--- config.mk ---
export PLATFORM = sky130hd
export DESIGN_NAME = positional_list_engine
export DESIGN_NICKNAME = d
export VERILOG_FILES = /design/src/ple_pkg.sv /design/src/positional_list_engine.sv /design/src/ple_ram.sv /design/src/ple_dec.sv
export SDC_FILE = /design/constraint.sdc
export NUM_CORES = 1
export LEC_CHECK = 0
export ABC_AREA = 0
export ABC_CLOCK_PERIOD_IN_PS = 4400
export BUFFER_PORTS_ARGS = -buffer_cell sky130_fd_sc_hd__buf_2
export CORE_ASPECT_RATIO = 0.9
export CORE_UTILIZATION = 30
export CTS_BUF_LIST = sky130_fd_sc_hd__clkbuf_4 sky130_fd_sc_hd__clkbuf_8
export CTS_CLUSTER_SIZE = 28
export DETAILED_ROUTE_END_ITERATION = 8
export GPL_TIMING_DRIVEN = 0
export HOLD_SLACK_MARGIN = 0.03
export PLACE_DENSITY = 0.49
export SLEW_MARGIN = 5
export SYNTH_ARGS = -nofsm -noshare
export SYNTH_HDL_FRONTEND = slang
export SYNTH_SLANG_ARGS = --single-unit
--- constraint.sdc ---
create_clock -name clk -period 4.4 [get_ports clk]
set_input_delay 0.66 -clock clk [delete_from_list [all_inputs] [get_ports clk]]
set_output_delay 0.66 -clock clk [all_outputs]
set_load 0.005 [all_outputs]
--- src/ple_pkg.sv ---
// Package for the positional list engine: command and result payload types,
// mode and status codes, sequencer operation codes. No dependencies.
`default_nettype none
package ple_pkg;

	localparam int MAX_RESULTS = 16;

	localparam logic [2:0] MODE_INS_FRONT = 3'd0;
	localparam logic [2:0] MODE_INS_END   = 3'd1;
	localparam logic [2:0] MODE_INS_AT    = 3'd2;
	localparam logic [2:0] MODE_DEL_FRONT = 3'd3;
	localparam logic [2:0] MODE_DEL_END   = 3'd4;
	localparam logic [2:0] MODE_DEL_AT    = 3'd5;
	localparam logic [2:0] MODE_DUMP      = 3'd6;

	localparam logic [1:0] ST_OK     = 2'd0;
	localparam logic [1:0] ST_EMPTY  = 2'd1;
	localparam logic [1:0] ST_BOUNDS = 2'd2;
	localparam logic [1:0] ST_FULL   = 2'd3;

	typedef enum logic [1:0] {
		OP_NONE,
		OP_INS,
		OP_DEL,
		OP_DUMP
	} op_t;

	typedef struct packed {
		logic [2:0]         mode;
		logic signed [31:0] value;
		logic [4:0]         position;
	} cmd_t;

	typedef struct packed {
		logic [1:0]         status;
		logic signed [31:0] item_value;
		logic [3:0]         item_index;
		logic               last;
	} res_t;

	// decoded plan for one command
	typedef struct packed {
		op_t        op;
		logic [1:0] status;
	} plan_t;

endpackage
`default_nettype wire

--- src/positional_list_engine.sv ---
// Positional list engine top: sequencer moving entries one at a time through the entry RAM.
// Depends on ple_pkg, ple_dec, ple_ram. Rejected commands and mode 7: busy stays low,
// result in the cycle after the transfer. Insert and delete move each shifted entry by a
// RAM read, then a write one slot over; dump reads each entry, then sends its result.
// busy drops with the final result and the receiver cannot stall. Async reset empties
// the list; RAM is not cleared.
`default_nettype none
module positional_list_engine #(
	parameter int CAPACITY = 16
) (
	input  wire logic          clk,
	input  wire logic          arst_n,
	input  wire logic          start,
	input  wire ple_pkg::cmd_t cmd,
	output logic               busy,
	output logic               strobe,
	output ple_pkg::res_t      result
);
	import ple_pkg::*;

	localparam int LW = $clog2(CAPACITY + 1);
	localparam int AW = $clog2(CAPACITY);

	typedef enum logic [2:0] {
		S_IDLE,
		S_INS_RD,
		S_INS_WR,
		S_DEL_RD,
		S_DEL_WR,
		S_DMP_RD,
		S_DMP_OUT
	} state_t;

	state_t             state_q;
	logic [LW-1:0]      len_q;
	logic [LW-1:0]      idx_q;
	logic [LW-1:0]      pos_q;
	logic [LW-1:0]      cnt_q;
	logic signed [31:0] val_q;

	plan_t              plan;
	logic [LW-1:0]      dec_pos;
	logic [LW-1:0]      dec_cnt;
	logic [LW-1:0]      idx_dn;
	logic [LW-1:0]      idx_up;
	logic               at_pos;
	logic               del_end;
	logic               dmp_last;

	logic               we;
	logic [AW-1:0]      waddr;
	logic [31:0]        wdata;
	logic [AW-1:0]      raddr;
	logic [31:0]        rdata;

	ple_dec #(.CAPACITY(CAPACITY)) u_dec (
		.mode     (cmd.mode),
		.position (cmd.position),
		.len      (len_q),
		.plan     (plan),
		.pos      (dec_pos),
		.cnt      (dec_cnt)
	);

	ple_ram #(.WIDTH(32), .DEPTH(CAPACITY)) u_ram (
		.clk   (clk),
		.we    (we),
		.waddr (waddr),
		.wdata (wdata),
		.raddr (raddr),
		.rdata (rdata)
	);

	assign idx_dn   = idx_q - 1'b1;
	assign idx_up   = idx_q + 1'b1;
	assign at_pos   = (idx_q == pos_q);
	assign del_end  = (({1'b0, idx_q} + 1'b1) >= {1'b0, len_q});
	assign dmp_last = (({1'b0, idx_q} + 1'b1) == {1'b0, cnt_q});
	assign busy     = (state_q != S_IDLE);

	always_comb begin
		raddr = idx_q[AW-1:0];
		case (state_q)
			S_INS_RD: raddr = idx_dn[AW-1:0];
			S_DEL_RD: raddr = idx_up[AW-1:0];
			default:  raddr = idx_q[AW-1:0];
		endcase
	end

	always_comb begin
		we    = 1'b0;
		waddr = idx_q[AW-1:0];
		wdata = rdata;
		case (state_q)
			S_INS_RD: begin
				if (at_pos) begin
					we    = 1'b1;
					wdata = val_q;
				end
			end
			S_INS_WR, S_DEL_WR: we = 1'b1;
			default:  we = 1'b0;
		endcase
	end

	always_ff @(posedge clk or negedge arst_n) begin
		if (!arst_n) begin
			state_q <= S_IDLE;
			len_q   <= '0;
			strobe  <= 1'b0;
			idx_q   <= '0;
			pos_q   <= '0;
			cnt_q   <= '0;
			val_q   <= '0;
			result  <= '0;
		end else begin
			strobe <= 1'b0;
			result <= '0;
			case (state_q)
				S_IDLE: begin
					if (start) begin
						val_q <= cmd.value;
						pos_q <= dec_pos;
						cnt_q <= dec_cnt;
						case (plan.op)
							OP_INS: begin
								idx_q   <= len_q;
								state_q <= S_INS_RD;
							end
							OP_DEL: begin
								idx_q   <= dec_pos;
								state_q <= S_DEL_RD;
							end
							OP_DUMP: begin
								idx_q   <= '0;
								state_q <= S_DMP_RD;
							end
							default: begin
								strobe        <= 1'b1;
								result.status <= plan.status;
								result.last   <= 1'b1;
							end
						endcase
					end
				end
				S_INS_RD: begin
					if (at_pos) begin
						len_q         <= len_q + 1'b1;
						strobe        <= 1'b1;
						result.status <= ST_OK;
						result.last   <= 1'b1;
						state_q       <= S_IDLE;
					end else begin
						state_q <= S_INS_WR;
					end
				end
				S_INS_WR: begin
					idx_q   <= idx_dn;
					state_q <= S_INS_RD;
				end
				S_DEL_RD: begin
					if (del_end) begin
						len_q         <= len_q - 1'b1;
						strobe        <= 1'b1;
						result.status <= ST_OK;
						result.last   <= 1'b1;
						state_q       <= S_IDLE;
					end else begin
						state_q <= S_DEL_WR;
					end
				end
				S_DEL_WR: begin
					idx_q   <= idx_up;
					state_q <= S_DEL_RD;
				end
				S_DMP_RD: begin
					state_q <= S_DMP_OUT;
				end
				S_DMP_OUT: begin
					strobe            <= 1'b1;
					result.status     <= ST_OK;
					result.item_value <= rdata;
					result.item_index <= 4'(idx_q);
					result.last       <= dmp_last;
					idx_q             <= idx_up;
					state_q           <= dmp_last ? S_IDLE : S_DMP_RD;
				end
				default: state_q <= S_IDLE;
			endcase
		end
	end

	a_len_bound: assert property (@(posedge clk) disable iff (!arst_n)
		len_q <= LW'(CAPACITY))
		else $error("list length above capacity");

	a_start_progress: assert property (@(posedge clk) disable iff (!arst_n)
		start && !busy |=> busy || strobe)
		else $error("transferred command neither running nor answered");

	a_partial_busy: assert property (@(posedge clk) disable iff (!arst_n)
		strobe && !result.last |-> busy)
		else $error("non-final dump result while idle");

	a_err_last: assert property (@(posedge clk) disable iff (!arst_n)
		strobe && result.status != ST_OK |-> result.last)
		else $error("error status not marked last");

endmodule
`default_nettype wire

--- src/ple_ram.sv ---
// Generic single-write, single-read RAM with registered read data.
// No dependencies.
`default_nettype none
module ple_ram #(
	parameter int WIDTH = 32,
	parameter int DEPTH = 16
) (
	input  wire logic                     clk,
	input  wire logic                     we,
	input  wire logic [$clog2(DEPTH)-1:0] waddr,
	input  wire logic [WIDTH-1:0]         wdata,
	input  wire logic [$clog2(DEPTH)-1:0] raddr,
	output logic      [WIDTH-1:0]         rdata
);

	logic [WIDTH-1:0] mem [DEPTH];

	always_ff @(posedge clk) begin
		if (we) begin
			mem[waddr] <= wdata;
		end
		rdata <= mem[raddr];
	end

endmodule
`default_nettype wire

--- src/ple_dec.sv ---
// Command decoder: bound, full and empty checks against the current length,
// target position and dump count. Depends on ple_pkg.
`default_nettype none
module ple_dec #(
	parameter int CAPACITY = 16
) (
	input  wire logic [2:0]                     mode,
	input  wire logic [4:0]                     position,
	input  wire logic [$clog2(CAPACITY+1)-1:0]  len,
	output ple_pkg::plan_t                      plan,
	output logic      [$clog2(CAPACITY+1)-1:0]  pos,
	output logic      [$clog2(CAPACITY+1)-1:0]  cnt
);
	import ple_pkg::*;

	localparam int LW = $clog2(CAPACITY + 1);
	localparam int CW = (LW > 5) ? LW : 5;

	logic [CW-1:0] lenw;
	logic [CW-1:0] posw;
	logic [CW-1:0] p;
	logic [CW-1:0] cntw;

	assign lenw = CW'(len);
	assign posw = CW'(position);

	always_comb begin
		p = '0;
		plan.op = OP_NONE;
		plan.status = ST_OK;
		case (mode)
			MODE_INS_FRONT, MODE_INS_END, MODE_INS_AT: begin
				if (mode == MODE_INS_END) begin
					p = lenw;
				end else if (mode == MODE_INS_AT) begin
					p = posw;
				end
				// bound check wins over full check
				if (p > lenw) begin
					plan.status = ST_BOUNDS;
				end else if (lenw >= CW'(CAPACITY)) begin
					plan.status = ST_FULL;
				end else begin
					plan.op = OP_INS;
				end
			end
			MODE_DEL_FRONT, MODE_DEL_END, MODE_DEL_AT: begin
				if (mode == MODE_DEL_END) begin
					p = lenw - 1'b1;
				end else if (mode == MODE_DEL_AT) begin
					p = posw;
				end
				if (lenw == '0) begin
					plan.status = ST_EMPTY;
				end else if (p >= lenw) begin
					plan.status = ST_BOUNDS;
				end else begin
					plan.op = OP_DEL;
				end
			end
			MODE_DUMP: begin
				if (lenw == '0) begin
					plan.status = ST_EMPTY;
				end else begin
					plan.op = OP_DUMP;
				end
			end
			default: begin
				plan.op = OP_NONE;
			end
		endcase
	end

	assign cntw = (lenw < CW'(MAX_RESULTS)) ? lenw : CW'(MAX_RESULTS);
	assign pos = LW'(p);
	assign cnt = LW'(cntw);

endmodule
`default_nettype wire

# Word-level counts from Yosys, hierarchy flattened
# Memories as Yosys holds them, arrays and structs flattened. A register that Yosys moved wholly into a read port is not among the register bits.
# Index checks and enable logic that the tools add are counted.
[classes]
n_mux = 48
addsub = 5
n_lt_le_gt_ge = 5
n_eq_ne = 21
reduce_logical = 15
[ops]
columns = ["operator", "n"]
rows = [
  ["32-bit 2-to-1 mux", 2],
  ["5-bit 2-to-1 mux", 10],
  ["36-bit 2-to-1 mux", 1],
  ["5-bit case mux with 3 select lines", 2],
  ["2-bit 2-to-1 mux", 12],
  ["3-bit case mux with 7 select lines", 1],
  ["5-bit case mux with 2 select lines", 2],
  ["3-bit == test, second input constant", 6],
  ["3-bit by 2-bit == test with 1-bit output, second input constant", 4],
  ["2-bit case mux with 3 select lines", 2],
  ["5-bit by 1-bit adder with 5-bit output, second input constant", 2],
  ["5-bit by 1-bit subtractor with 5-bit output, second input constant", 2],
  ["3-bit 2-to-1 mux", 3],
  ["3-bit case mux with 3 select lines", 1],
  ["3-bit OR reduction", 3],
  ["1-bit 2-to-1 mux", 8],
  ["1-bit case mux with 4 select lines", 2],
  ["4-bit case mux with 2 select lines", 1],
  ["5-bit by 1-bit adder with 6-bit output, second input constant", 1],
  ["3-bit by 1-bit == test with 1-bit output, second input constant", 2],
  ["6-bit by 5-bit == test with 1-bit output", 1],
  ["6-bit by 5-bit greater-or-equal comparator with 1-bit output", 1],
  ["3-bit logical NOT", 2],
  ["2-bit != test, second input constant", 3],
  ["other kinds (15)", 20],
]
[totals]
out_inout_bits = 41
regBits = 95
ram_bits = 512
elab_cells = 106
mem_count = 1
[mem_list]
columns = ["memory", "depth", "width", "rd", "rd_clocked_by_memory_dff", "write_ports", "line", "rtl"]
rows = [
  ["u_ram.mem", 16, 32, 1, 1, 1, "ple_ram.sv:16", "logic [WIDTH-1:0] mem [DEPTH];"],
]

# Depth between registers and ports, before layout
[logic_depth]
ltp_word = 13
depth_mapped = 19

# Modules after synthesis
# Synthesis repeated with hierarchy kept, for this count alone.
[unflattened]
hier_cells = 1316
hier_area_um2 = 25116.6
[modules_own_cells]
columns = ["mod", "cells_each", "area_per_inst_um2", "n_inst", "seq_area_each_um2"]
rows = [
  ["ple_ram", 838, 19835.3, 1, 16015.4],
  ["positional_list_engine", 379, 4620.7, 1, 2377.3],
  ["ple_dec", 99, 660.6, 1, 0.0],
]

# Least setup slack after synthesis
# OpenSTA, ideal clock, no wires.
[synth_timing]
kind = "input-to-reg"
start = "in cmd[39] in the netlist's numbering"
end = "reg idx_q[3]"
path_buffers = 3
arrival_time_ps = 4198
path_stages = 16
required_ps = 4275
setup_ps = 125
setup_slack_ps = 78
cell_sequence = "clkbuf_1 clkbuf_1 buf_1 nor2_1 ha_1 nor2b_1 o21a_1 o21ai_0 a21oi_1 or2_2 o32ai_1 ha_1 inv_1 a21o_1 a21oi_1 mux2_2"
[synth_between]
elab_chain_len = 12
[synth_rtl]
columns = ["element", "line", "rtl"]
rows = [
  ["from (decl)", "positional_list_engine.sv:14", "input wire ple_pkg::cmd_t cmd,"],
  ["3-bit == test", "ple_dec.sv:31, ple_dec.sv:50", ""],
  ["5-bit 2-to-1 mux", "ple_dec.sv:50", "end else if (mode == MODE_DEL_AT) begin"],
  ["5-bit 2-to-1 mux", "ple_dec.sv:48", "if (mode == MODE_DEL_END) begin"],
  ["5-bit 2-to-1 mux", "ple_dec.sv:31", "case (mode)"],
  ["5-bit greater-or-equal comparator", "ple_dec.sv:55", "end else if (p >= lenw) begin"],
  ["2-bit 2-to-1 mux", "ple_dec.sv:55", ""],
  ["2-bit 2-to-1 mux", "ple_dec.sv:53", "if (lenw == '0) begin"],
  ["2-bit case mux with 3 select lines", "ple_dec.sv:31", ""],
  ["2-bit == test / 2-bit by 1-bit == test with 1-bit output (equally long branches)", "positional_list_engine.sv:125", "case (plan.op)"],
  ["5-bit case mux with 3 select lines", "positional_list_engine.sv:125", ""],
  ["5-bit 2-to-1 mux", "positional_list_engine.sv:121", "if (start) begin"],
  ["5-bit case mux with 3 select lines", "positional_list_engine.sv:119", "case (state_q)"],
  ["to (signal assigned)", "positional_list_engine.sv:127", "idx_q <= len_q;"],
  ["to (signal assigned)", "positional_list_engine.sv:131", "idx_q <= dec_pos;"],
  ["to (signal assigned)", "positional_list_engine.sv:158", "idx_q <= idx_dn;"],
  ["to (decl)", "positional_list_engine.sv:36", "logic [LW-1:0] idx_q;"],
]
# Several ways; a longest one is shown, not always the timed one. The select of a mux whose other input is x is not followed.
# A chain may end at the register's enable or synchronous reset.

# Worst setup path in the final report
[layout_timing]
start = "reg idx_q[1]"
end = "reg u_ram.rdata[20] (read register of u_ram.mem)"
[layout_between]
elab_chain_len = 2
[layout_rtl]
columns = ["element", "line", "rtl"]
rows = [
  ["5-bit by 1-bit adder with 5-bit output / 5-bit by 1-bit subtractor with 5-bit output (equally long branches)", "positional_list_engine.sv:75, positional_list_engine.sv:74", ""],
  ["4-bit case mux with 2 select lines *", "positional_list_engine.sv:83", "case (state_q)"],
  ["to (decl)", "ple_ram.sv:13", "output logic [WIDTH-1:0] rdata"],
]
# Mark *: on every way between the ends. The rest lies on a longest branch, timed or not.

==> summary.md <==
| Metric | Value |
|---|---|
| Status | `complete, no violations` |
| Total gr overflow | `0` |
| Syn avg cell area | `roughly 13 sq um` |
| Depth of the CTS H-tree | `3` |
| Hold/Removal Path Class | `primary input to register` |
| Period utilization | `a little over nine tenths` |
| Syn Std Cell Area | `27,200 sq um` |
| Synth Area in Simple Gates | `about an eighth` |
| Worst setup endpoint | `u_ram.rdata[20]` |
| Final Routed Wirelength | `between 80 and 90 mm` |
| Leak Pwr | `roughly 11 nW` |
| Maximum clock path buffer count | `3` |
| R2r setup slk | `~0.13 ns` |
| Multiplexer share of the synthesized area | `under 10%` |
| 1st-iter DRT viols | `approximately 1,600` |
| # rows | `around 100` |
| Detail Route Antenna Nets | `0` |
| Final min period | `roughly 4.3 ns` |
| Via density | `between 5 and 6` |
| Worst Path Max Fanout | `10` |
| Worst-Skew Late Latency | `between 0.7 and 0.8 ns` |
| Vias | `around 19,000` |
| Synth cell types | `68` |
| Slew Viols, Final | `0` |
| Rel. slew slack | `a little under a quarter` |
| Layout Utilization | `between 30% and 40%` |
| PortBufs | `83` |
| Drt drc | `0` |
| Setup bufs post-CTS | `0` |
| Syn Inst Count | `2,124` |
| Commonest non-fill, non-tap cell in the layout | `edfxtp_1` |
| Most frequent cells in the layout | `edfxtp_1 (512), nand2_1 (291), a21oi_1 (149)` |
| Synth warnings | `0` |
| Setup TNS Final | `0 ns` |
| Worst-Margin Slew | `between 1 and 1.5 ns` |
| Clock transition at path regs | `approximately 0.060 ns` |
| Area share of fa/ha/maj cells after synthesis | `1.20%` |
| CP endpoint kind | `register` |
| Synth Net Count | `~2,200` |
| Compound-Gate Fraction of Synth Area | `between 10 and 15%` |
| Sequential share of the synthesized area | `between 60% and 70%` |
| Fill cells | `8,667` |
| Final setup violation count | `0` |
| CTS tree | `yes` |
| PwrDens | `842 nW/um^2` |
| Timing-limited maximum frequency | `234 MHz` |
| Post-synth EDFFs | `roughly 500` |
| HPWL after DPL | `57.1 mm` |
| Layout cells sized above 1 | `19.4%` |
| Crit path DAT | `approximately 4.9 ns` |
| Die width | `around 320 um` |
| Die area | `91,900 sq um` |
| First-pass GRT wire length | `123 mm` |
| Clock Sink Count | `639` |
| Core area | `89,700 sq um` |
| Reg2reg end | `u_ram.rdata[20]` |
| Max-Cap Viols | `0` |
| Area Overhead vs Synth | `17.2%` |
| Clock root cell | `clkbuf_8` |
| Worst Skew | `about 0.046 ns` |
| Starting Density | `about 30%` |
| Post-synth ARST share | `approximately 15%` |
| First-pass DRT Iterations | `5` |
| CP Launch Point | `idx_q[1]` |
| Setup crit start kind | `register` |
| Unrepaired setup endpoints after global routing | `yes` |
| Initial antenna violation count | `2` |
| Largest family of logic cells by synthesized area | `simple AND/OR/NAND/NOR gates` |
| Drt wl/cell | `~23 um` |
| Pin count of the biggest net entering global routing | `78` |
| Total track usage | `18.0%` |
| Routability cong. | `about 0.85` |
| Nets | `between 2,000 and 2,500` |
| Max IR drop VDD | `slightly above 0.3 mV` |
| Critical setup path kind | `register to register` |
| WP data required | `approximately 5 ns` |
| Worst r2r src | `idx_q[1]` |
| R2R depth | `11` |
| CTS Buf Count | `between 100 and 150` |
| Ports | `between 80 and 90` |
| Register bit count reported by yosys | `between 600 and 700` |
| Die Y | `about 290 um` |
| Ys flop type | `edfxtp_1` |
| Xor and xnor area share after synthesis | `1.07%` |
| Final Hold Fails | `0` |
| Vias in the first global route | `roughly 19,000` |
==> Yosys cell counts, drive strengths merged (50+ instances only) <==
cell type    n  area [sq um]
a211oi      64           480
o21ai       50           250
nor2       112           428
nor2b       69           432
nor4        62           388
edfxtp     512         15400
nand3       80           400
mux2       103          1160
clkbuf      99           372
dfrtp       95          2380
buf         57           282
a21oi      151           756
nand2      293          1100
==> stage by stage <==
stage / hold slack [ns] / instances / power [mW] / setup slack, ns / cell area (sq um)
global route: 0.114 / 3590 / 28.3 / -0.0314 / 31900
floorplan: 0.364 / 2124 / 16.3 / 0.0776 / 27200
finish: 0.164 / 3590 / 26.8 / 0.129 / 31900
global placement: 0.440 / 3373 / 21.0 / -1.57 / 29100
CTS: 0.100 / 3586 / 26.8 / 0.0276 / 31800
detailed placement: 0.445 / 3390 / 21.3 / -0.721 / 29600
==> worst max-delay path, stage by stage (launching register included) <==
cell	delay, ns
dfrtp_1	0.39
buf_2	0.33
clkinv_1	0.33
ha_1	0.43
buf_2	0.26
xor2_2	0.23
nand2_2	0.38
clkbuf_1	0.54
a21oi_1	0.15
nor4_1	0.54
o221ai_1	0.26
o21ai_1	0.29
==> kinds of logic (layout without fill, tap and decap cells) <==
kind of cell,count (synthesis),count (layout)
xor+xnor,28,28
simple gates,701,701
compound gates,442,442
mux,113,113
fa+ha+maj,26,26
flops,639,639
buf+inv,175,471
other cells,0,4
==> report_power, final <==
part           total (mW)  leakage, nW  switching (mW)  internal (mW)
registers            8.83         6.11           0.395           8.43
clock network        5.43         1.18            2.43           2.99
logic                12.6         3.75            8.93           3.66
total                26.8         11.0            11.8           15.1
==> per-layer routing <==
layer / GRT usage [%] / share of wire [%] / vias up
li1: - / - / 8440
met1: 24.4 / 45 / 9338
met2: 28.7 / 46 / 696
met3: 4.04 / 7.4 / 137
met4: 5.01 / 2.2 / 0
met5: 0 / 0 / -
==> worst min path at each step <==
stage               startpoint    endpoint  slack, ns  cells after the start
2_1_floorplan           arst_n    cnt_q[0]       0.36                      0
3_3_place_gp   u_ram.rdata[15]  result[20]       0.44                      1
3_5_place_dp   u_ram.rdata[17]  result[22]       0.45                      1
4_1_cts                 cmd[9]    val_q[4]       0.10                      2
5_1_grt                 cmd[9]    val_q[4]       0.11                      2
6_report               cmd[31]   val_q[26]       0.16                      2
==> final cells by class <==
type	instances	area (sq um)	area share [%]
clock buffers	160	1980	6.22
repair buffers	101	810	2.54
inverters	19	75.1	0.235
flip-flops and latches	639	18400	57.7
well taps	1166	1460	4.57
multi-input cells	1310	8270	25.9
diodes	4	10.0	0.0314
clock inverters	35	238	0.745
plain buffers	156	658	2.06
==> timing repair <==
item	in CTS	in global routing
hold buffers	1	0
gates resized for setup	1	15
hold endpoints to repair	18	0
endpoints found under the setup margin	4	15
pin swaps	0	1
==> sequential cells by signal (all words and copies together) (netlist names) <==
signal	cells
result	39
idx_q	5
len_q	5
pos_q	5
u_ram.rdata	32
cnt_q	5
state_q	3
u_ram.mem	512
strobe	1
val_q	32
(Power assumes the default switching activity.)
